===== config.mk =====
export PLATFORM = sky130hd
export DESIGN_NAME = wpf_ctrl
export DESIGN_NICKNAME = d
export VERILOG_FILES = /design/src/wpf_pkg.sv /design/src/wpf_ctrl.sv
export SDC_FILE = /design/constraint.sdc
export NUM_CORES = 1
export LEC_CHECK = 0
export ABC_CLOCK_PERIOD_IN_PS = 1700
export BUFFER_PORTS_ARGS = -buffer_cell sky130_fd_sc_hd__buf_2
export CORE_UTILIZATION = 50
export CTS_CLUSTER_SIZE = 40
export DETAILED_ROUTE_END_ITERATION = 16
export PLACE_DENSITY = 0.71
export SLEW_MARGIN = 20
export SYNTH_ARGS = -nofsm -noshare
export SYNTH_HDL_FRONTEND = slang
export SYNTH_SLANG_ARGS = --single-unit

===== constraint.sdc =====
create_clock -name clk -period 1.7 [get_ports clk]
set_clock_uncertainty 0.1 [all_clocks]
set_input_delay 0 -clock clk [delete_from_list [all_inputs] [get_ports clk]]
set_output_delay 0 -clock clk [all_outputs]
set_load 0.02 [all_outputs]

===== src/wpf_pkg.sv =====
// Shared codes, command/status types and the arctangent table of the waypoint path follower.
`default_nettype none
package wpf_pkg;

  localparam int MAX_WAYPOINTS_DEF = 128;
  localparam int CORDIC_STEPS_DEF  = 16;

  localparam logic [23:0] SPEED_RESET = 24'd65536;
  localparam logic [23:0] TIME_CLAMP  = 24'd16384;
  localparam int QUARTER_TURN = 12868;
  localparam int HALF_TURN    = 25736;

  // item function codes
  localparam logic [2:0] F_APPEND = 3'd0;
  localparam logic [2:0] F_START  = 3'd1;
  localparam logic [2:0] F_PAUSE  = 3'd2;
  localparam logic [2:0] F_RESUME = 3'd3;
  localparam logic [2:0] F_STOP   = 3'd4;
  localparam logic [2:0] F_TICK   = 3'd5;
  localparam logic [2:0] F_POSE   = 3'd6;

  // run status codes
  localparam logic [2:0] ST_IDLE     = 3'd0;
  localparam logic [2:0] ST_NAV      = 3'd1;
  localparam logic [2:0] ST_PAUSED   = 3'd2;
  localparam logic [2:0] ST_DONE     = 3'd3;
  localparam logic [2:0] ST_CANCELED = 3'd4;

  // datapath commands
  localparam logic [4:0] OP_NONE      = 5'd0;
  localparam logic [4:0] OP_LATCH     = 5'd1;
  localparam logic [4:0] OP_EXEC      = 5'd2;
  localparam logic [4:0] OP_BUDGET    = 5'd3;
  localparam logic [4:0] OP_RDREQ     = 5'd4;
  localparam logic [4:0] OP_DIFF      = 5'd5;
  localparam logic [4:0] OP_MUL_AX    = 5'd6;
  localparam logic [4:0] OP_MUL_AY    = 5'd7;
  localparam logic [4:0] OP_MUL_STEP  = 5'd8;
  localparam logic [4:0] OP_SQRT_INIT = 5'd9;
  localparam logic [4:0] OP_SQRT_STEP = 5'd10;
  localparam logic [4:0] OP_SNAP      = 5'd11;
  localparam logic [4:0] OP_MUL_BX    = 5'd12;
  localparam logic [4:0] OP_MUL_BY    = 5'd13;
  localparam logic [4:0] OP_DIV_INIT  = 5'd14;
  localparam logic [4:0] OP_DIV_STEP  = 5'd15;
  localparam logic [4:0] OP_MOVE      = 5'd16;
  localparam logic [4:0] OP_CRD_INIT  = 5'd17;
  localparam logic [4:0] OP_CRD_STEP  = 5'd18;
  localparam logic [4:0] OP_HEAD      = 5'd19;
  localparam logic [4:0] OP_FINISH    = 5'd20;
  localparam logic [4:0] OP_OUT       = 5'd21;

  typedef struct packed {
    logic [4:0] op;
    logic [4:0] idx;
  } cmd_t;

  typedef struct packed {
    logic tick_go;
    logic more;
    logic fits;
    logic out_busy;
  } stat_t;

  // rounded Q3.13 atan(2^-i)
  function automatic logic [12:0] atan_entry(input logic [4:0] i);
    logic [12:0] v;
    case (i)
      5'd0:    v = 13'd6434;
      5'd1:    v = 13'd3798;
      5'd2:    v = 13'd2007;
      5'd3:    v = 13'd1019;
      5'd4:    v = 13'd511;
      5'd5:    v = 13'd256;
      5'd6:    v = 13'd128;
      5'd7:    v = 13'd64;
      5'd8:    v = 13'd32;
      5'd9:    v = 13'd16;
      5'd10:   v = 13'd8;
      5'd11:   v = 13'd4;
      5'd12:   v = 13'd2;
      5'd13:   v = 13'd1;
      default: v = 13'd0;
    endcase
    return v;
  endfunction

endpackage
`default_nettype wire


===== src/wpf_ctrl.sv =====
// Controller state machine that sequences the path follower datapath.
`default_nettype none
module wpf_ctrl #(
  parameter int CORDIC_STEPS = wpf_pkg::CORDIC_STEPS_DEF
) (
  input  logic           clk,
  input  logic           rst,
  input  logic           in_valid,
  output logic           in_stall,
  input  wpf_pkg::stat_t st,
  output wpf_pkg::cmd_t  cmd
);

  localparam logic [4:0] S_IDLE = 5'd0;
  localparam logic [4:0] S_DISP = 5'd1;
  localparam logic [4:0] S_CHECK = 5'd2;
  localparam logic [4:0] S_DIFF = 5'd3;
  localparam logic [4:0] S_MXI = 5'd4;
  localparam logic [4:0] S_MX = 5'd5;
  localparam logic [4:0] S_MYI = 5'd6;
  localparam logic [4:0] S_MY = 5'd7;
  localparam logic [4:0] S_SQI = 5'd8;
  localparam logic [4:0] S_SQ = 5'd9;
  localparam logic [4:0] S_CMP = 5'd10;
  localparam logic [4:0] S_MBX = 5'd11;
  localparam logic [4:0] S_DVXI = 5'd12;
  localparam logic [4:0] S_DVX = 5'd13;
  localparam logic [4:0] S_MBYI = 5'd14;
  localparam logic [4:0] S_MBY = 5'd15;
  localparam logic [4:0] S_DVYI = 5'd16;
  localparam logic [4:0] S_DVY = 5'd17;
  localparam logic [4:0] S_MOVE = 5'd18;
  localparam logic [4:0] S_CRI = 5'd19;
  localparam logic [4:0] S_CR = 5'd20;
  localparam logic [4:0] S_HEAD = 5'd21;
  localparam logic [4:0] S_FIN = 5'd22;
  localparam logic [4:0] S_OUT = 5'd23;

  localparam logic [5:0] MUL_LAST  = 6'd31;
  localparam logic [5:0] SQRT_LAST = 6'd32;
  localparam logic [5:0] DIV_LAST  = 6'd63;
  localparam logic [5:0] CRD_LAST  = 6'(CORDIC_STEPS - 1);

  logic [4:0] state, state_next;
  logic [5:0] cnt, cnt_next;

  always_ff @(posedge clk) begin
    if (rst) begin
      state <= S_IDLE;
      cnt   <= '0;
    end else begin
      state <= state_next;
      cnt   <= cnt_next;
    end
  end

  assign in_stall = (state != S_IDLE);

  // next state and command
  always_comb begin
    state_next = state;
    cnt_next   = '0;
    cmd.op     = wpf_pkg::OP_NONE;
    cmd.idx    = cnt[4:0];
    case (state)
      S_IDLE: begin
        if (in_valid) begin
          cmd.op     = wpf_pkg::OP_LATCH;
          state_next = S_DISP;
        end
      end
      S_DISP: begin
        if (st.tick_go) begin
          cmd.op     = wpf_pkg::OP_BUDGET;
          state_next = S_CHECK;
        end else begin
          cmd.op     = wpf_pkg::OP_EXEC;
          state_next = S_OUT;
        end
      end
      S_CHECK: begin
        if (st.more) begin
          cmd.op     = wpf_pkg::OP_RDREQ;
          state_next = S_DIFF;
        end else begin
          cmd.op     = wpf_pkg::OP_FINISH;
          state_next = S_OUT;
        end
      end
      S_DIFF: begin
        cmd.op     = wpf_pkg::OP_DIFF;
        state_next = S_MXI;
      end
      S_MXI: begin
        cmd.op     = wpf_pkg::OP_MUL_AX;
        state_next = S_MX;
      end
      S_MX: begin
        cmd.op   = wpf_pkg::OP_MUL_STEP;
        cnt_next = cnt + 6'd1;
        if (cnt == MUL_LAST) state_next = S_MYI;
      end
      S_MYI: begin
        cmd.op     = wpf_pkg::OP_MUL_AY;
        state_next = S_MY;
      end
      S_MY: begin
        cmd.op   = wpf_pkg::OP_MUL_STEP;
        cnt_next = cnt + 6'd1;
        if (cnt == MUL_LAST) state_next = S_SQI;
      end
      S_SQI: begin
        cmd.op     = wpf_pkg::OP_SQRT_INIT;
        state_next = S_SQ;
      end
      S_SQ: begin
        cmd.op   = wpf_pkg::OP_SQRT_STEP;
        cnt_next = cnt + 6'd1;
        if (cnt == SQRT_LAST) state_next = S_CMP;
      end
      S_CMP: begin
        if (st.fits) begin
          cmd.op     = wpf_pkg::OP_SNAP;
          state_next = S_CHECK;
        end else begin
          cmd.op     = wpf_pkg::OP_MUL_BX;
          state_next = S_MBX;
        end
      end
      S_MBX: begin
        cmd.op   = wpf_pkg::OP_MUL_STEP;
        cnt_next = cnt + 6'd1;
        if (cnt == MUL_LAST) state_next = S_DVXI;
      end
      S_DVXI: begin
        cmd.op     = wpf_pkg::OP_DIV_INIT;
        state_next = S_DVX;
      end
      S_DVX: begin
        cmd.op   = wpf_pkg::OP_DIV_STEP;
        cnt_next = cnt + 6'd1;
        if (cnt == DIV_LAST) state_next = S_MBYI;
      end
      S_MBYI: begin
        cmd.op     = wpf_pkg::OP_MUL_BY;
        state_next = S_MBY;
      end
      S_MBY: begin
        cmd.op   = wpf_pkg::OP_MUL_STEP;
        cnt_next = cnt + 6'd1;
        if (cnt == MUL_LAST) state_next = S_DVYI;
      end
      S_DVYI: begin
        cmd.op     = wpf_pkg::OP_DIV_INIT;
        state_next = S_DVY;
      end
      S_DVY: begin
        cmd.op   = wpf_pkg::OP_DIV_STEP;
        cnt_next = cnt + 6'd1;
        if (cnt == DIV_LAST) state_next = S_MOVE;
      end
      S_MOVE: begin
        cmd.op     = wpf_pkg::OP_MOVE;
        state_next = S_CRI;
      end
      S_CRI: begin
        cmd.op     = wpf_pkg::OP_CRD_INIT;
        state_next = S_CR;
      end
      S_CR: begin
        cmd.op   = wpf_pkg::OP_CRD_STEP;
        cnt_next = cnt + 6'd1;
        if (cnt == CRD_LAST) state_next = S_HEAD;
      end
      S_HEAD: begin
        cmd.op     = wpf_pkg::OP_HEAD;
        state_next = S_FIN;
      end
      S_FIN: begin
        cmd.op     = wpf_pkg::OP_FINISH;
        state_next = S_OUT;
      end
      S_OUT: begin
        if (!st.out_busy) begin
          cmd.op     = wpf_pkg::OP_OUT;
          state_next = S_IDLE;
        end
      end
      default: begin
        state_next = S_IDLE;
      end
    endcase
  end

endmodule
`default_nettype wire


[Word-level counts from Yosys, hierarchy flattened]
Index checks and enable logic that the tools add are counted.
Word-level totals
  word-level logic and storage cells: 69
  bits in registers: 11
  input port bits: 7
  output and inout bits: 11
Cells by class
  bitwise operators: 1
  $add $sub $neg: 1
  mux-type cells: 20
  reductions and logical operators: 8
  eq/ne operators: 37
Operators with widths (count)
  $pmux 5 s24: 1
  $pmux 5 s19: 1
  $mux 5: 14
  $eq 5x4->1 const B: 8
  $eq 5x5->1 const B: 8
  $eq 5x3->1 const B: 4
  $ne 2x2->1 const B: 10
  $eq 6x6->1 const B: 2
  $eq 5x2->1 const B: 2
  $reduce_and 10->1: 1
  $reduce_or 8->1: 1
  $add 6x1->6 const B: 1
  $eq 6x4->1 const B: 1
  $eq 6x5->1 const B: 1
  $reduce_or 2->1: 3
  $eq 5x1->1 const B: 1
  $logic_not 5->1: 1
  $reduce_bool 5->1: 1
  $mux 4: 1
  $reduce_or 4->1: 1
  $mux 3: 1
  $mux 1: 2
  $not 1->1: 1

[Depth between registers and ports, before layout]
  depth after elaboration: 4
  depth in mapped cells: 8
  gate-level depth less buffers: 6

[Worst setup path after synthesis]
No wires, ideal clock.
  path type: register to register
  start: register cnt[0]
  end: register state[4]
  setup slack: -0.177 ns
  required time: 1.479 ns
  arrival: 1.656 ns
  setup time: 0.121 ns
  clock period less this slack: 1.877 ns
  stages on the path, launching flop included: 7
  path buffers: 0
  path through: dfxtp_1 ha_1 nand3_2 or3_1 a41oi_2 nand3_2 mux2_4
Between the ends
  longest elaborated chain between the ends: 3
  elaborated cells between the ends (all ways): 13
  classes of those cells: eq/ne (12); reduce/logical (1)
Ends and longest elaborated chain
  start: declaration: RTL line wpf_ctrl.sv:45  | logic [5:0] cnt, cnt_next;
  start signal: assignment: RTL line wpf_ctrl.sv:53  | cnt <= cnt_next;
  $eq 6x4->1, or another cell as far along: RTL line wpf_ctrl.sv:173  | if (cnt == CRD_LAST) state_next = S_HEAD;
  $ne 2x2->1 (no line)
  $reduce_and 10->1 (no line) (*)
  end signal: assignment: RTL line wpf_ctrl.sv:52  | state <= state_next;
  end: declaration: RTL line wpf_ctrl.sv:44  | logic [4:0] state, state_next;
Mark *: on every way between the ends. The rest lies on a longest branch, timed or not.
A chain may end at the register's enable or synchronous reset.

[Final worst setup path]
  start: register state[4]
  end: register state[4]
Between the ends
  longest elaborated chain between the ends: 3
  elaborated cells between the ends (all ways): 36
  classes of those cells: eq/ne (33); mux (1); reduce/logical (2)
Ends and longest elaborated chain
  $eq 5x5->1, or another cell as far along: RTL line wpf_ctrl.sv:65  | case (state)
  $ne 2x2->1 (no line)
  $reduce_and 10->1 (no line)
Parallel ways exist; a longest one is shown, timed or not.

==> summary.md <==
| Metric | Value |
|---|---|
| Mapped Cells | 161 |
| Slew Viols, Final | 0 |
| P_sw | between 1 and 1.5 mW |
| Area delta synth->final | 40.6% |
| Total chip power | approximately 2.5 mW |
| Dpl hpwl | ~2400 um |
| Final Setup Violations | 7 |
| Register area share after synthesis | 19.5% |
| Global-route wire length before repair | between 5000 and 6000 um |
| Diode count | 0 |
| CP required | 1.77 ns |
| Starting density of the core | between 50 and 60% |
| Failing checks | setup timing |
| Final layout net count | approximately 210 |
| Area post-placement | 0.00137 mm^2 |
| Port buffer count | 17 |
| Placed cell count | between 200 and 250 |
| Crit path max-delay cell type | or3b_4 |
| TritonCTS clock tree | done |
| Core footprint | around 0.0020 mm^2 |
| Die Span X | 49.5 um |
| Worst-Margin Slew | 0.318 ns |
| Post-Layout Cell Count | ~220 |
| Cell area after layout | roughly 0.0016 mm^2 |
| Bufs on Longest Clock Path | 2 |
| Area leader, netlist | dfxtp_1 |
| Mean Syn Cell Area | roughly 7 um^2 |
| Reg2reg start | state[4] |
| WL final | 3340 um |
| Synth warn | 0 |
| Initial antenna violation count | 0 |
| Grt ovf | 0 |
| Seq pwr share | between 10% and 20% |
| ANT nets after route | 0 |
| Leak | around 0.62 nW |
| HP Class | in -> reg |
| Syn_nets | 170 |
| Routability Congestion | ~0.88 |
| RSZ-0062 raised after global routing | true |
| H-tree levels | 1 |
| Max Cap Viol | 0 |
| Fill cell count | around 160 |
| Worst Setup Start Kind | flop |
| CP cell instances | or3b_4, a211oi_4, o311ai_4, nand3_2, mux2_4 |
| IO Count | 18 |
| Number of global-route vias before repair | about 1100 |
| Endpoint class of the critical path | flop |
| Total die area | ~0.0025 mm^2 |
| Power per standard cell area | about 1600 mW/mm^2 |
| Clock power frac | under 10% |
| Largest cells by area after synthesis | dfxtp_1 20%, nor2_1 7.0%, a21oi_1 6.2%, nand2_1 4.3%, buf_2 4.0% |
| Num Clock Sinks | 11 |
| Total GRT Usage | 28.7% |
| Fin. Hold Viols | 0 |
| Fmax | 544 MHz |
| Hold slack final | roughly 0.096 ns |
| CP Max Fanout | 5 |
| Critical setup path kind | reg -> reg |
| Vias | approximately 1300 |
| Logic pwr share | around 78% |
| Slew margin rel. | 78.5% |
| Yosys reg bits | 11 |
| Status | complete, but fails checks |
| Routed len/inst | 15.0 um |
| CP peak stage delay | 0.41 ns |
| Tmin final | around 1.8 ns |
| Hold_sp | st[1] |
| Internal power | between 1 and 1.5 mW |
| Register area | about 230 um^2 |
| Die Span Y | 49.5 um |
| Multi-input combinational cell area | between 800 and 900 um^2 |
| Largest net degree at the start of global routing | 20 |
| Mapped cell area | around 0.0011 mm^2 |
| CTS Buf Count | 3 |
| CTS clk-pin slew, worst paths | around 0.080 ns |
| CP startpoint | state[4] |
| Switch share | between 40% and 50% |
| Largest delay share family, worst path | simple AND/OR/NAND/NOR gates |
| Later-pin clock latency in the skew report | approximately 0.28 ns |
| Number of DRC markers in iteration 0 | 54 |
| Peak supply drop | roughly 0.0016 V |
| Worst EP arrival | between 1.5 and 2 ns |
| Utilization after layout | 77.7% |
| Fin Setup TNS | -0.561 ns |
| Routed vias/inst | around 5.8 |
| Netlist cell types | 50 |
| Root buffer cell | clkbuf_4 |
| Tcrit/Tclk final | 108% |
| Site Rows | 16 |
| Final Worst Setup Slack | -0.138 ns |
| Buf/Inv on CP | 0 |
| Post-route DRC | 0 |
| DR pass1 iterations | 5 |
| Dpl ws | -0.125 ns |
| Layout cells sized above 1 | 43.9% |
| Top-area cell type share of the netlist area | approximately a fifth |
-- cells by family after synthesis --
group / Yosys count / synth area share (%)
xor gates and xnor gates: 5 / 3.88
adders and majority gates: 2 / 2.22
DFF: 11 / 19.5
and+or+nand+nor: 69 / 32.5
buffers and inverters: 26 / 12.0
muxes: 3 / 3.10
AOI/OAI and AO/OA: 45 / 26.8
-- routing by layer --
layer	track usage [%]	part of all wire [%]	vias up
met5	0	0	-
met2	43.6	45	44
met4	2.86	0.87	0
li1	-	-	639
met3	6.48	5.7	4
met1	42.4	48	615
-- area by class of cell --
type	instances	share of cell area, %
Timing Repair Buffer	51	24.8
Clock buffer	3	1.42
Tap cell	27	2.13
Clock inverter	1	0.315
Sequential cell	11	14.7
Inverter	6	1.58
Multi-Input combinational cell	124	55.0
-- state kept, by name, indices dropped and copies added (netlist names) --
register	flops
cnt	6
state	5
-- layout by cell type (no fill, tap or decap), types with 2 or more instances in the layout --
master    count
xor2_1        3
nor2b_1       3
xnor2_1       2
a21oi_1      13
nand2_1      12
o21ai_2       3
nand2b_1      5
nor2_1       20
dfxtp_2       5
dfxtp_1       4
a31oi_1       3
o21ai_1       5
o21ai_0       4
clkbuf_4      3
nand3_2       2
buf_2        14
buf_6         6
nor3_1        6
o32a_1        3
buf_4        28
inv_1         5
dfxtp_4       2
nand4_1       3
-- what timing repair did --
| item | 4_1_cts | 5_1_grt |
|---|---|---|
| resized for setup | 24 | 16 |
| buffers inserted | 1 | 3 |
| hold buffers | 1 | 0 |
| pin swaps | 5 | 7 |
| hold endpoints to repair | 1 | 0 |
| setup endpoints to repair | 7 | 14 |
-- tightest hold or removal path: stages --
cell      delay [ns]
buf_2           0.10
a21boi_0        0.07
o21ai_0         0.19
mux2i_2         0.08
-- final timing paths --
kind / to / slack, ns / depth (start not counted)
worst max register to register: state[4] / -0.14 / 5
worst max-delay path: state[4] / -0.14 / 5
worst min register to register: cnt[0] / 0.46 / 2
worst min-delay path: state[3] / 0.1 / 4
-- power groups by stage --
stage | Sequential, mW | Clock [mW] | Combinational (mW)
3_5_place_dp | 0.374 | 0 | 1.60
6_report | 0.386 | 0.187 | 1.98
2_1_floorplan | 0.347 | 0 | 1.07
3_3_place_gp | 0.369 | 0 | 1.58
5_1_grt | 0.386 | 0.203 | 2.12
4_1_cts | 0.379 | 0.189 | 1.78
-- synth_stat cells (all sizes together) --
library cell,number
nor2b,5
or3b,1
nand3,3
mux2i,2
nor3b,1
mux2,1
nor4,2
nand2,13
or3,1
a31oi,3
or2,1
clkbuf,4
and3,1
o31ai,1
and3b,1
a21boi,1
dfxtp,11
o21a,1
a21oi,14
o32a,3
o31a,1
o22ai,1
xor2,3
xnor2,2
o21bai,1
o21ai,12
nor4b,1
a41o,1
nand2b,6
nor3,6
nor2,21
nand4,3
nand3b,1
a41oi,1
ha,2
buf,16
and4b,1
a221oi,1
inv,6
or4b,1
o22a,1
a211oi,2
o311ai,1
No activity file was read; power rests on OpenSTA's default activity.
