$ cat config.mk
export PLATFORM = sky130hd
export DESIGN_NAME = wpf_dp
export DESIGN_NICKNAME = d
export VERILOG_FILES = /design/src/wpf_pkg.sv /design/src/wpf_dp.sv
export SDC_FILE = /design/constraint.sdc
export NUM_CORES = 2
export LEC_CHECK = 0
export ABC_AREA = 0
export BUFFER_PORTS_ARGS = -buffer_cell sky130_fd_sc_hd__buf_2
export CORE_MARGIN = 4
export CORE_UTILIZATION = 54
export CTS_BUF_LIST = sky130_fd_sc_hd__clkbuf_8
export CTS_CLUSTER_DIAMETER = 200
export DETAILED_ROUTE_END_ITERATION = 12
export PLACE_DENSITY_LB_ADDON = 0.15
export REMOVE_ABC_BUFFERS = 1
export SYNTH_ARGS = -nofsm -noshare
export SYNTH_HDL_FRONTEND = slang
export SYNTH_SLANG_ARGS = --single-unit
$ cat constraint.sdc
create_clock -name clk -period 24.1 [get_ports clk]
set_clock_uncertainty 0.1 [all_clocks]
set_input_delay 2.41 -clock clk [delete_from_list [all_inputs] [get_ports clk]]
set_output_delay 2.41 -clock clk [all_outputs]
set_load 0.02 [all_outputs]
$ cat src/wpf_pkg.sv
// Shared codes, command/status types and the arctangent table of the waypoint path follower.
`default_nettype none
package wpf_pkg;

  localparam int MAX_WAYPOINTS_DEF = 128;
  localparam int CORDIC_STEPS_DEF  = 16;

  localparam logic [23:0] SPEED_RESET = 24'd65536;
  localparam logic [23:0] TIME_CLAMP  = 24'd16384;
  localparam int QUARTER_TURN = 12868;
  localparam int HALF_TURN    = 25736;

  // item function codes
  localparam logic [2:0] F_APPEND = 3'd0;
  localparam logic [2:0] F_START  = 3'd1;
  localparam logic [2:0] F_PAUSE  = 3'd2;
  localparam logic [2:0] F_RESUME = 3'd3;
  localparam logic [2:0] F_STOP   = 3'd4;
  localparam logic [2:0] F_TICK   = 3'd5;
  localparam logic [2:0] F_POSE   = 3'd6;

  // run status codes
  localparam logic [2:0] ST_IDLE     = 3'd0;
  localparam logic [2:0] ST_NAV      = 3'd1;
  localparam logic [2:0] ST_PAUSED   = 3'd2;
  localparam logic [2:0] ST_DONE     = 3'd3;
  localparam logic [2:0] ST_CANCELED = 3'd4;

  // datapath commands
  localparam logic [4:0] OP_NONE      = 5'd0;
  localparam logic [4:0] OP_LATCH     = 5'd1;
  localparam logic [4:0] OP_EXEC      = 5'd2;
  localparam logic [4:0] OP_BUDGET    = 5'd3;
  localparam logic [4:0] OP_RDREQ     = 5'd4;
  localparam logic [4:0] OP_DIFF      = 5'd5;
  localparam logic [4:0] OP_MUL_AX    = 5'd6;
  localparam logic [4:0] OP_MUL_AY    = 5'd7;
  localparam logic [4:0] OP_MUL_STEP  = 5'd8;
  localparam logic [4:0] OP_SQRT_INIT = 5'd9;
  localparam logic [4:0] OP_SQRT_STEP = 5'd10;
  localparam logic [4:0] OP_SNAP      = 5'd11;
  localparam logic [4:0] OP_MUL_BX    = 5'd12;
  localparam logic [4:0] OP_MUL_BY    = 5'd13;
  localparam logic [4:0] OP_DIV_INIT  = 5'd14;
  localparam logic [4:0] OP_DIV_STEP  = 5'd15;
  localparam logic [4:0] OP_MOVE      = 5'd16;
  localparam logic [4:0] OP_CRD_INIT  = 5'd17;
  localparam logic [4:0] OP_CRD_STEP  = 5'd18;
  localparam logic [4:0] OP_HEAD      = 5'd19;
  localparam logic [4:0] OP_FINISH    = 5'd20;
  localparam logic [4:0] OP_OUT       = 5'd21;

  typedef struct packed {
    logic [4:0] op;
    logic [4:0] idx;
  } cmd_t;

  typedef struct packed {
    logic tick_go;
    logic more;
    logic fits;
    logic out_busy;
  } stat_t;

  // rounded Q3.13 atan(2^-i)
  function automatic logic [12:0] atan_entry(input logic [4:0] i);
    logic [12:0] v;
    case (i)
      5'd0:    v = 13'd6434;
      5'd1:    v = 13'd3798;
      5'd2:    v = 13'd2007;
      5'd3:    v = 13'd1019;
      5'd4:    v = 13'd511;
      5'd5:    v = 13'd256;
      5'd6:    v = 13'd128;
      5'd7:    v = 13'd64;
      5'd8:    v = 13'd32;
      5'd9:    v = 13'd16;
      5'd10:   v = 13'd8;
      5'd11:   v = 13'd4;
      5'd12:   v = 13'd2;
      5'd13:   v = 13'd1;
      default: v = 13'd0;
    endcase
    return v;
  endfunction

endpackage
`default_nettype wire

$ cat src/wpf_dp.sv
// Datapath: route bookkeeping, pose, shift-add multiplier, square root, divider and CORDIC.
`default_nettype none
module wpf_dp #(
  parameter int MAX_WAYPOINTS = wpf_pkg::MAX_WAYPOINTS_DEF
) (
  input  logic                             clk,
  input  logic                             rst,
  input  wpf_pkg::cmd_t                    cmd,
  output wpf_pkg::stat_t                   st,
  input  logic                             cfg_we,
  input  logic [23:0]                      travel_speed,
  input  logic [2:0]                       func,
  input  logic signed [31:0]               pos_x,
  input  logic signed [31:0]               pos_y,
  input  logic signed [15:0]               heading,
  input  logic [23:0]                      elapsed,
  input  logic                             first_point,
  output logic                             ram_we,
  output logic [$clog2(MAX_WAYPOINTS)-1:0] ram_waddr,
  output logic [79:0]                      ram_wdata,
  output logic [$clog2(MAX_WAYPOINTS)-1:0] ram_raddr,
  input  logic [79:0]                      ram_rdata,
  input  logic                             out_stall,
  output logic                             out_valid,
  output logic [2:0]                       run_status,
  output logic                             rejected,
  output logic signed [31:0]               pose_x_out,
  output logic signed [31:0]               pose_y_out,
  output logic signed [15:0]               pose_heading,
  output logic [7:0]                       completed,
  output logic [7:0]                       total
);

  localparam int AW = $clog2(MAX_WAYPOINTS);
  localparam int CW = $clog2(MAX_WAYPOINTS + 1);
  localparam logic signed [16:0] HT17 = 17'(wpf_pkg::HALF_TURN);
  localparam logic signed [16:0] QT17 = 17'(wpf_pkg::QUARTER_TURN);

  // architectural state
  logic [2:0]         status;
  logic [CW-1:0]      length, nidx;
  logic signed [31:0] cur_x, cur_y;
  logic signed [15:0] cur_hd;
  logic [23:0]        speed;

  // latched item
  logic [2:0]         it_func;
  logic signed [31:0] it_x, it_y;
  logic signed [15:0] it_h;
  logic [23:0]        it_elapsed;
  logic               it_first;
  logic               rej;

  // waypoint and arithmetic registers
  logic signed [31:0] wx, wy;
  logic signed [15:0] wh;
  logic signed [32:0] dx, dy;
  logic [31:0]        ax, ay, ma, mx;
  logic [21:0]        budget;
  logic [63:0]        p, sx;
  logic [65:0]        rad;
  logic [35:0]        sqrem;
  logic [32:0]        root, drem;
  logic signed [59:0] cx, cy;
  logic signed [16:0] cz;

  // combinational helpers
  logic               active;
  logic [CW-1:0]      len_eff;
  logic               full;
  logic [14:0]        tclamp;
  logic [38:0]        bprod;
  logic signed [32:0] ndx, ndy;
  logic [32:0]        msum;
  logic [35:0]        sq_r, sq_trial;
  logic [33:0]        dv_r;
  logic               dv_ge;
  logic signed [59:0] xs, ys, x0, y0;
  logic signed [16:0] at;
  logic signed [33:0] mvx, mvy;

  assign active  = (status == wpf_pkg::ST_NAV) || (status == wpf_pkg::ST_PAUSED);
  assign len_eff = it_first ? '0 : length;
  assign full    = (len_eff >= CW'(MAX_WAYPOINTS));

  assign st.tick_go  = (it_func == wpf_pkg::F_TICK) && (status == wpf_pkg::ST_NAV) &&
                       (it_elapsed != 24'd0);
  assign st.more     = (nidx < length);
  assign st.fits     = (root <= 33'(budget));
  assign st.out_busy = out_valid && out_stall;

  // route store write on accepted append, read at the next waypoint
  assign ram_we    = (cmd.op == wpf_pkg::OP_EXEC) && (it_func == wpf_pkg::F_APPEND) &&
                     !active && !full;
  assign ram_waddr = len_eff[AW-1:0];
  assign ram_wdata = {it_x, it_y, it_h};
  assign ram_raddr = nidx[AW-1:0];

  // travel budget
  assign tclamp = (it_elapsed < wpf_pkg::TIME_CLAMP) ? it_elapsed[14:0]
                                                      : wpf_pkg::TIME_CLAMP[14:0];
  assign bprod  = 39'(speed) * 39'(tclamp);

  // offsets to the waypoint just read
  assign ndx = $signed({ram_rdata[79], ram_rdata[79:48]}) - $signed({cur_x[31], cur_x});
  assign ndy = $signed({ram_rdata[47], ram_rdata[47:16]}) - $signed({cur_y[31], cur_y});

  // shift-add multiplier step
  assign msum = {1'b0, p[63:32]} + (p[0] ? {1'b0, ma} : 33'd0);

  // square root step, two radicand bits a step
  assign sq_r     = {sqrem[33:0], rad[65:64]};
  assign sq_trial = {1'b0, root, 2'b01};

  // restoring divider step
  assign dv_r  = {drem, p[63]};
  assign dv_ge = (dv_r >= {1'b0, root});

  // CORDIC step and start vector
  assign xs = cx >>> cmd.idx;
  assign ys = cy >>> cmd.idx;
  assign at = $signed({4'b0, wpf_pkg::atan_entry(cmd.idx)});
  assign x0 = $signed({{3{dx[32]}}, dx, 24'd0});
  assign y0 = $signed({{3{dy[32]}}, dy, 24'd0});

  // partial move
  assign mvx = $signed({{2{cur_x[31]}}, cur_x}) +
               (dx[32] ? -$signed({2'b0, mx}) : $signed({2'b0, mx}));
  assign mvy = $signed({{2{cur_y[31]}}, cur_y}) +
               (dy[32] ? -$signed({2'b0, p[31:0]}) : $signed({2'b0, p[31:0]}));

  // control-carrying state
  always_ff @(posedge clk) begin
    if (rst) begin
      status    <= wpf_pkg::ST_IDLE;
      length    <= '0;
      nidx      <= '0;
      cur_x     <= '0;
      cur_y     <= '0;
      cur_hd    <= '0;
      speed     <= wpf_pkg::SPEED_RESET;
      out_valid <= 1'b0;
    end else begin
      if (cfg_we) speed <= travel_speed;
      if (cmd.op == wpf_pkg::OP_OUT) begin
        out_valid <= 1'b1;
      end else if (!out_stall) begin
        out_valid <= 1'b0;
      end
      case (cmd.op)
        wpf_pkg::OP_EXEC: begin
          case (it_func)
            wpf_pkg::F_APPEND: begin
              if (!active) begin
                if (it_first) nidx <= '0;
                if (!full) begin
                  length <= len_eff + 1'b1;
                end else begin
                  length <= len_eff;
                end
              end
            end
            wpf_pkg::F_START: begin
              if (!active && length != '0) begin
                nidx   <= '0;
                status <= wpf_pkg::ST_NAV;
              end
            end
            wpf_pkg::F_PAUSE: begin
              if (status == wpf_pkg::ST_NAV) status <= wpf_pkg::ST_PAUSED;
            end
            wpf_pkg::F_RESUME: begin
              if (status == wpf_pkg::ST_PAUSED) status <= wpf_pkg::ST_NAV;
            end
            wpf_pkg::F_STOP: begin
              if (active) status <= wpf_pkg::ST_CANCELED;
            end
            wpf_pkg::F_POSE: begin
              if (!active) begin
                cur_x  <= it_x;
                cur_y  <= it_y;
                cur_hd <= it_h;
              end
            end
            default: begin
            end
          endcase
        end
        wpf_pkg::OP_SNAP: begin
          cur_x  <= wx;
          cur_y  <= wy;
          cur_hd <= wh;
          nidx   <= nidx + 1'b1;
        end
        wpf_pkg::OP_MOVE: begin
          cur_x <= mvx[31:0];
          cur_y <= mvy[31:0];
        end
        wpf_pkg::OP_HEAD: begin
          if (cz > HT17) begin
            cur_hd <= HT17[15:0];
          end else if (cz < -HT17) begin
            cur_hd <= 16'(-HT17);
          end else begin
            cur_hd <= cz[15:0];
          end
        end
        wpf_pkg::OP_FINISH: begin
          if (nidx == length) status <= wpf_pkg::ST_DONE;
        end
        default: begin
        end
      endcase
    end
  end

  // payload and arithmetic registers
  always_ff @(posedge clk) begin
    case (cmd.op)
      wpf_pkg::OP_LATCH: begin
        it_func    <= func;
        it_x       <= pos_x;
        it_y       <= pos_y;
        it_h       <= heading;
        it_elapsed <= elapsed;
        it_first   <= first_point;
        rej        <= 1'b0;
      end
      wpf_pkg::OP_EXEC: begin
        case (it_func)
          wpf_pkg::F_APPEND: rej <= active || full;
          wpf_pkg::F_START:  rej <= active || (length == '0);
          wpf_pkg::F_PAUSE:  rej <= (status != wpf_pkg::ST_NAV);
          wpf_pkg::F_RESUME: rej <= (status != wpf_pkg::ST_PAUSED);
          wpf_pkg::F_POSE:   rej <= active;
          default:           rej <= 1'b0;
        endcase
      end
      wpf_pkg::OP_BUDGET: begin
        budget <= bprod[37:16];
      end
      wpf_pkg::OP_DIFF: begin
        wx <= $signed(ram_rdata[79:48]);
        wy <= $signed(ram_rdata[47:16]);
        wh <= $signed(ram_rdata[15:0]);
        dx <= ndx;
        dy <= ndy;
        ax <= ndx[32] ? 32'(-ndx) : ndx[31:0];
        ay <= ndy[32] ? 32'(-ndy) : ndy[31:0];
      end
      wpf_pkg::OP_MUL_AX: begin
        ma <= ax;
        p  <= {32'd0, ax};
      end
      wpf_pkg::OP_MUL_AY: begin
        sx <= p;
        ma <= ay;
        p  <= {32'd0, ay};
      end
      wpf_pkg::OP_MUL_BX: begin
        ma <= ax;
        p  <= {42'd0, budget};
      end
      wpf_pkg::OP_MUL_BY: begin
        mx <= p[31:0];
        ma <= ay;
        p  <= {42'd0, budget};
      end
      wpf_pkg::OP_MUL_STEP: begin
        p <= {msum, p[31:1]};
      end
      wpf_pkg::OP_SQRT_INIT: begin
        rad   <= {1'b0, 65'({1'b0, sx} + {1'b0, p})};
        sqrem <= '0;
        root  <= '0;
      end
      wpf_pkg::OP_SQRT_STEP: begin
        rad <= {rad[63:0], 2'b00};
        if (sq_r >= sq_trial) begin
          sqrem <= sq_r - sq_trial;
          root  <= {root[31:0], 1'b1};
        end else begin
          sqrem <= sq_r;
          root  <= {root[31:0], 1'b0};
        end
      end
      wpf_pkg::OP_SNAP: begin
        budget <= budget - root[21:0];
      end
      wpf_pkg::OP_DIV_INIT: begin
        drem <= '0;
      end
      wpf_pkg::OP_DIV_STEP: begin
        drem <= dv_ge ? 33'(dv_r - {1'b0, root}) : dv_r[32:0];
        p    <= {p[62:0], dv_ge};
      end
      wpf_pkg::OP_CRD_INIT: begin
        if (dx[32]) begin
          if (!dy[32]) begin
            cx <= y0;
            cy <= -x0;
            cz <= QT17;
          end else begin
            cx <= -y0;
            cy <= x0;
            cz <= -QT17;
          end
        end else begin
          cx <= x0;
          cy <= y0;
          cz <= '0;
        end
      end
      wpf_pkg::OP_CRD_STEP: begin
        if (cy > 0) begin
          cx <= cx + ys;
          cy <= cy - xs;
          cz <= cz + at;
        end else begin
          cx <= cx - ys;
          cy <= cy + xs;
          cz <= cz - at;
        end
      end
      wpf_pkg::OP_OUT: begin
        run_status   <= status;
        rejected     <= rej;
        pose_x_out   <= cur_x;
        pose_y_out   <= cur_y;
        pose_heading <= cur_hd;
        completed    <= 8'(nidx);
        total        <= 8'(length);
      end
      default: begin
      end
    endcase
  end

`ifndef SYNTHESIS
  a_index_in_route: assert property (@(posedge clk) disable iff (rst) nidx <= length)
    else $error("waypoint index beyond route length");
  a_nav_has_route: assert property (@(posedge clk) disable iff (rst)
    (status == wpf_pkg::ST_NAV) |-> (length != '0))
    else $error("navigating with an empty route");
  a_out_loads: assert property (@(posedge clk) disable iff (rst)
    (cmd.op == wpf_pkg::OP_OUT) |=> out_valid)
    else $error("result word not presented after load");
  a_no_load_over_held: assert property (@(posedge clk) disable iff (rst)
    (cmd.op == wpf_pkg::OP_OUT) |-> !(out_valid && out_stall))
    else $error("result word overwritten while stalled");
`endif

endmodule
`default_nettype wire

Word-level counts from Yosys, hierarchy flattened
Memory sizes are Yosys's and may differ from the RTL's. Cells that the tools add are included. Widths: inputs -> output; s select.

Add/subtract/negate cells: 23. $mul: 1. Div/mod/pow operators: 0. $lt $le $gt $ge: 9. Eq/ne operators: 43. Shifts and indexed selects: 2. Muxes and demuxes: 58. Bitwise operators: 1. Reduce and logical (&&, ||, !) cells: 35.

Operators with widths (count): $mux 60 (6); $pmux 64 s5 (1); $mux 32 (9); $pmux 60 s2 (2); $pmux 32 s3 (2); $pmux 33 s2 (2); $pmux 66 s2 (1); $neg 32->32 (4); $add 60x60->60 (2); $neg 57->60 (2); $sshr 60x5->60 (2); $sub 60x60->60 (2); $pmux 34 s2 (1); $sub 32x32->33 (2); $add 64x64->65 (1); $add 32x32->32 (2); $mux 16 (4); $pmux 32 s2 (1); $gt 60x1->1 const B (1); $mux 17 (3); $pmux 16 s3 (1); $pmux 22 s2 (1); $eq 5x4->1 const B (8); $mux 8 (5); other kinds (57) (107).

Bits in registers: 1060. Latch bits: 0. Bits in writable memories: 0. Memory bits (read-only): 208. Output and inout bits: 200. Word-level logic and storage cells: 214. Memories kept: 1.

Memories: (name not given) (depth 16, width 13, read ports 1, clocked after Yosys merged registers in 0, write ports 0, line wpf_pkg.sv:68) `case (i)`.

Depth between registers and ports, before layout
Word-level depth: 7. Mapped depth: 31. Gate-level depth less buffers: 28.

Worst setup path before layout
No wires, ideal clock.

Path type: input to register. Start point: input port cmd[5] (netlist bit). End point: register ax[10], enable pin. Setup time: 0.779 ns. Arrival time: 11.589 ns. Data required time: 23.221 ns. Slack: 11.632 ns. Cell stages on the path: 4. Path through: clkbuf_1 -> nand2b_1 -> nand2b_1 -> nor2_1.

Word-level cells in the longest chain between the ends: 1.

Ends and longest elaborated chain: start: declaration (line wpf_dp.sv:8) `input wpf_pkg::cmd_t cmd,`; $eq 5x3->1 (line wpf_dp.sv:219) `case (cmd.op)`; end signal: assignment (line wpf_dp.sv:248) `ax <= ndx[32] ? 32'(-ndx) : ndx[31:0];`; end: declaration (line wpf_dp.sv:58) `logic [31:0] ax, ay, ma, mx;`.

No other way between the ends. A chain may end at the register's enable or synchronous reset.

Final worst setup path
Start point: input port cmd[1] (netlist bit). End point: register cy[59], data pin.

Word-level cells in the longest chain between the ends: 4. Elaborated cells on any way between the ends: 5. Those cells by class: add/sub (2); shift (1); mux (2).

Ends and longest elaborated chain: $sshr 60x5->60 * (line wpf_dp.sv:120) `assign xs = cx >>> cmd.idx;`; $add 60x60->60 / $sub 60x60->60 (equally long branches) (line wpf_dp.sv:321, wpf_dp.sv:317); $mux 60 * (line wpf_dp.sv:315) `if (cy > 0) begin`; $pmux 60 s2 * (line wpf_dp.sv:219); end signal: assignment (line wpf_dp.sv:310) `cy <= y0;`; end signal: assignment (line wpf_dp.sv:317) `cy <= cy - xs;`; end signal: assignment (line wpf_dp.sv:321) `cy <= cy + xs;`; end: declaration (line wpf_dp.sv:64) `logic signed [59:0] cx, cy;`.

Every way passes the cells marked *; elsewhere a longest branch is shown, timed or not.

==> summary.txt <==
===============================================================================
Total power per unit cell area                                     52.40 mW/mm2
Via count of the first global-routing pass                                72164
Cell taking the most area after synthesis                              edfxtp_1
Number of nets in the layout                                              10454
Starting utilization of the core area                                    54.36%
Total via count after detailed routing                                    74690
Stages on the worst setup path                                               26
Adder-cell share of the synthesized area                                 14.94%
Cell count after synthesis                                                 9119
Comb pwr share                                                            21.7%
Maximum fanout along the worst path                                          80
Synth async-reset ratio                                                      0%
Setup bufs post-CTS                                                           0
Number of hold violations in the final report                                 0
Endpoint required time on the critical path                            24670 ps
Worst VDD drop                                                     0.00006691 V
GR Layer Usage met1                                                      46.11%
Root buffer cell                                                       clkbuf_8
Max_slew headroom                                                        15.30%
Compound-Gate Fraction of Synth Area                                     17.48%
Max-Cap Viols                                                                 0
Count of endpoints failing setup in the final report                          0
Maximum number of buffers from clock root to sink                             3
Power spent charging and discharging nets                               1589 uW
Cts-stage hold buffer count                                                   0
DIE WIDTH                                                              413.0 um
TritonCTS clock tree                                                        yes
Power share of the sequential group                                       41.9%
Number of levels the H-tree was split into                                    4
Top-Level Pins                                                              426
Post-Route Hold Slack                                                  326.4 ps
Number of nets with antenna violations after detailed routing                 0
Global router's overall resource usage                                   34.06%
Antenna violations before repair                                             23
Area inside the core boundary                                        0.1630 mm2
Highest-count cells in the layout ignoring fill and taps           edfxtp_1, nand2_1, nor2_1
Flip-flop cell with the highest count after synthesis                  edfxtp_1
Gp weighted congestion                                                   0.9841
Residual DRC count                                                            0
Leakage power figure                                                 0.03933 uW
Slowest library cell on the worst path                                    buf_4
Largest incremental delay on the critical path                           950 ps
Most repeated library cell on the critical path                          a21o_1
Cell depth of the worst flop-to-flop path                                    26
Final critical delay including setup and external delays               10220 ps
Global-route layer with the greatest usage                                 met2
Layout cell share with drive strength beyond 1                           12.34%
Cts repair resizes                                                            0
Simple-gate share of the synthesized area                                14.25%
FF+latch count, synth                                                      1058
Total Die Area                                                       0.1706 mm2
Yosys cell types                                                            113
Setup TNS                                                                  0 ps
CP delay by family, top                                            compound AO/OA/AOI/OAI gates
TritonCTS Sinks                                                            1058
Worst min-delay path category                                           reg2reg
Post-route fraction of the period consumed by the critical path          42.42%
Worst-Margin Slew                                                       1259 ps
Global routing usage on met2                                             53.46%
Routed wire per std cell                                               25.38 um
Critical path start-end classification                                   in2reg
Xor/xnor cell area share of the yosys netlist                            6.744%
Sum of net half-perimeters after detailed placement                   227800 um
Main area contributors after synthesis                             edfxtp_1, ha_1, fa_1
Count of final max-slew check failures                                        0
Worst-path clk slew                                                       60 ps
Non-filler instance count after layout                                    11689
Yosys top cell area share                                                31.66%
Min-Delay Path Depth                                                          0
Number of iterations in the first detailed-routing pass                       6
Portion of total power attributed to the clock network                    36.3%
Total grt overflow                                                            0
Switching part of the total                                              31.44%
Total wire length                                                     296700 um
Clk_lat worst skew                                                      1010 ps
Average cell area after synthesis                                     9.715 um2
Most common cell after layout, fill and taps aside                     edfxtp_1
Buf/Inv on CP                                                                 2
Peak clock frequency supported by timing                              97.81 MHz
Largest family of logic cells by synthesized area                  compound AO/OA/AOI/OAI gates
Count of input and output buffers                                           425
Number of enable flip-flop cells after synthesis                            934
Number of DRC markers after the initial detailed-route iteration           8419
Total power                                                             5053 uW
Global-route wire length before repair                                444800 um
Arrival time worst endpoint                                            10800 ps
Layout-stage area growth over the synthesis result                       8.849%
Largest net degree at the start of global routing                           108
Die Span Y                                                             413.0 um
Critical Path End Type                                                 register
Outcome                                                               completed
Crit path launch type                                              primary input
Unrepaired setup endpoints after global routing                              no
GR Util met3                                                             7.502%
Proportion of synthesized chip area in sequential cells                  34.46%
Portion of netlist area occupied by mux cells                            7.288%
Number of buffers added by the clock tree synthesis step                    184
Synthesis warning total                                                       0
Cell area after technology mapping                                  0.08859 mm2
Count of standard-cell rows                                                 148
Number of cells in the design after placement                             11335
Internal                                                                3464 uW
Routed via count divided by cell count                                    6.390
===============================================================================
==> cell families (layout without fill, tap and decap cells) <==
kind of cell,Yosys count,count (layout)
buffers and inverters,1078,1462
XOR/XNOR,680,680
multiplexers,441,441
AND/OR/NAND/NOR,2615,2615
AO/OA/AOI/OAI,2365,2365
flip-flops,1058,1058
adder cells (fa/ha/maj),882,882
other,0,11
==> cells in the mapped netlist, drive strengths merged, types with 98 or more instances <==
cell,count
and3,223
and2,106
nand2,764
inv,606
edfxtp,934
a221oi,111
dfxtp,124
mux4,152
clkbuf,369
ha,589
xor2,267
o21a,98
a21oi,554
o21ai,555
mux2,106
a21o,257
fa,293
xnor2,413
mux2i,183
nand3,174
buf,103
nor3,137
nor2,693
==> power groups by stage <==
stage / Combinational, uW / Sequential, uW / Clock, uW
floorplan: 749 / 2130 / 0
finish: 1100 / 2120 / 1840
CTS: 1080 / 2120 / 1870
global route: 1190 / 2120 / 1950
global placement: 1060 / 2150 / 0
detailed placement: 1070 / 2150 / 0
==> worst reg2reg max path, stage by stage (launching register included) <==
cell and delay [ps]:
edfxtp_1 360, nor4_1 510, and4_4 710, buf_4 800, and2_1 550, nand2_1 160
fa_1 590, inv_1 50, fa_1 480, fa_1 530, fa_1 530, fa_1 540
inv_1 50, fa_1 550, inv_1 50, ha_1 280, nand4_1 110, nor2_1 120
a211oi_1 100, buf_4 200, o31a_1 360, o21ai_0 610, a21oi_1 300, o31ai_1 340
xnor2_1 130, nor2_1 170, a31oi_1 70
==> metrics by stage <==
stage | util, % | setup WS [ps] | area [um2]
floorplan | - | 11840 | 86580
global placement | 56.64 | 12990 | 92300
detailed placement | 56.65 | 12950 | 92310
CTS | 59.16 | 14060 | 96400
global route | 59.16 | 13210 | 96400
finish | 59.17 | 13880 | 96430
==> flip-flops by register name, indices dropped and copies added, names as in the netlist, 32 cells and up <==
signal	count
cur_x	32
cur_y	32
cx	60
cy	60
drem	33
dx	33
dy	33
it_x	32
it_y	32
ma	32
mx	32
p	64
pose_x_out	32
pose_y_out	32
rad	66
root	33
sqrem	34
sx	64
wx	32
wy	32
==> final timing paths <==
kind	start	slack [ps]	end
max	cmd[1]	13880	cy[59]
min	rej	330	rejected
max reg2reg	it_elapsed[23]	14460	budget[20]
min reg2reg	rej	330	rejected
==> per-layer routing <==
metal  wire length (um)  vias up
li1                   -    33993
met1             122400    36761
met2             134800     3303
met3              27030      627
met4              12400        6
met5                 31        -
==> final cells by class <==
class | count | area [um2]
Fill cell | 14236 | 66530
Multi-Input combinational cell | 6983 | 53970
Sequential cell | 1058 | 30530
Clock buffer | 212 | 2918
Timing Repair Buffer | 513 | 2814
Tap cell | 2175 | 2721
Inverter | 606 | 2277
Clock inverter | 131 | 1169
Antenna cell | 11 | 27.53
No activity file was read; power rests on OpenSTA's default activity.
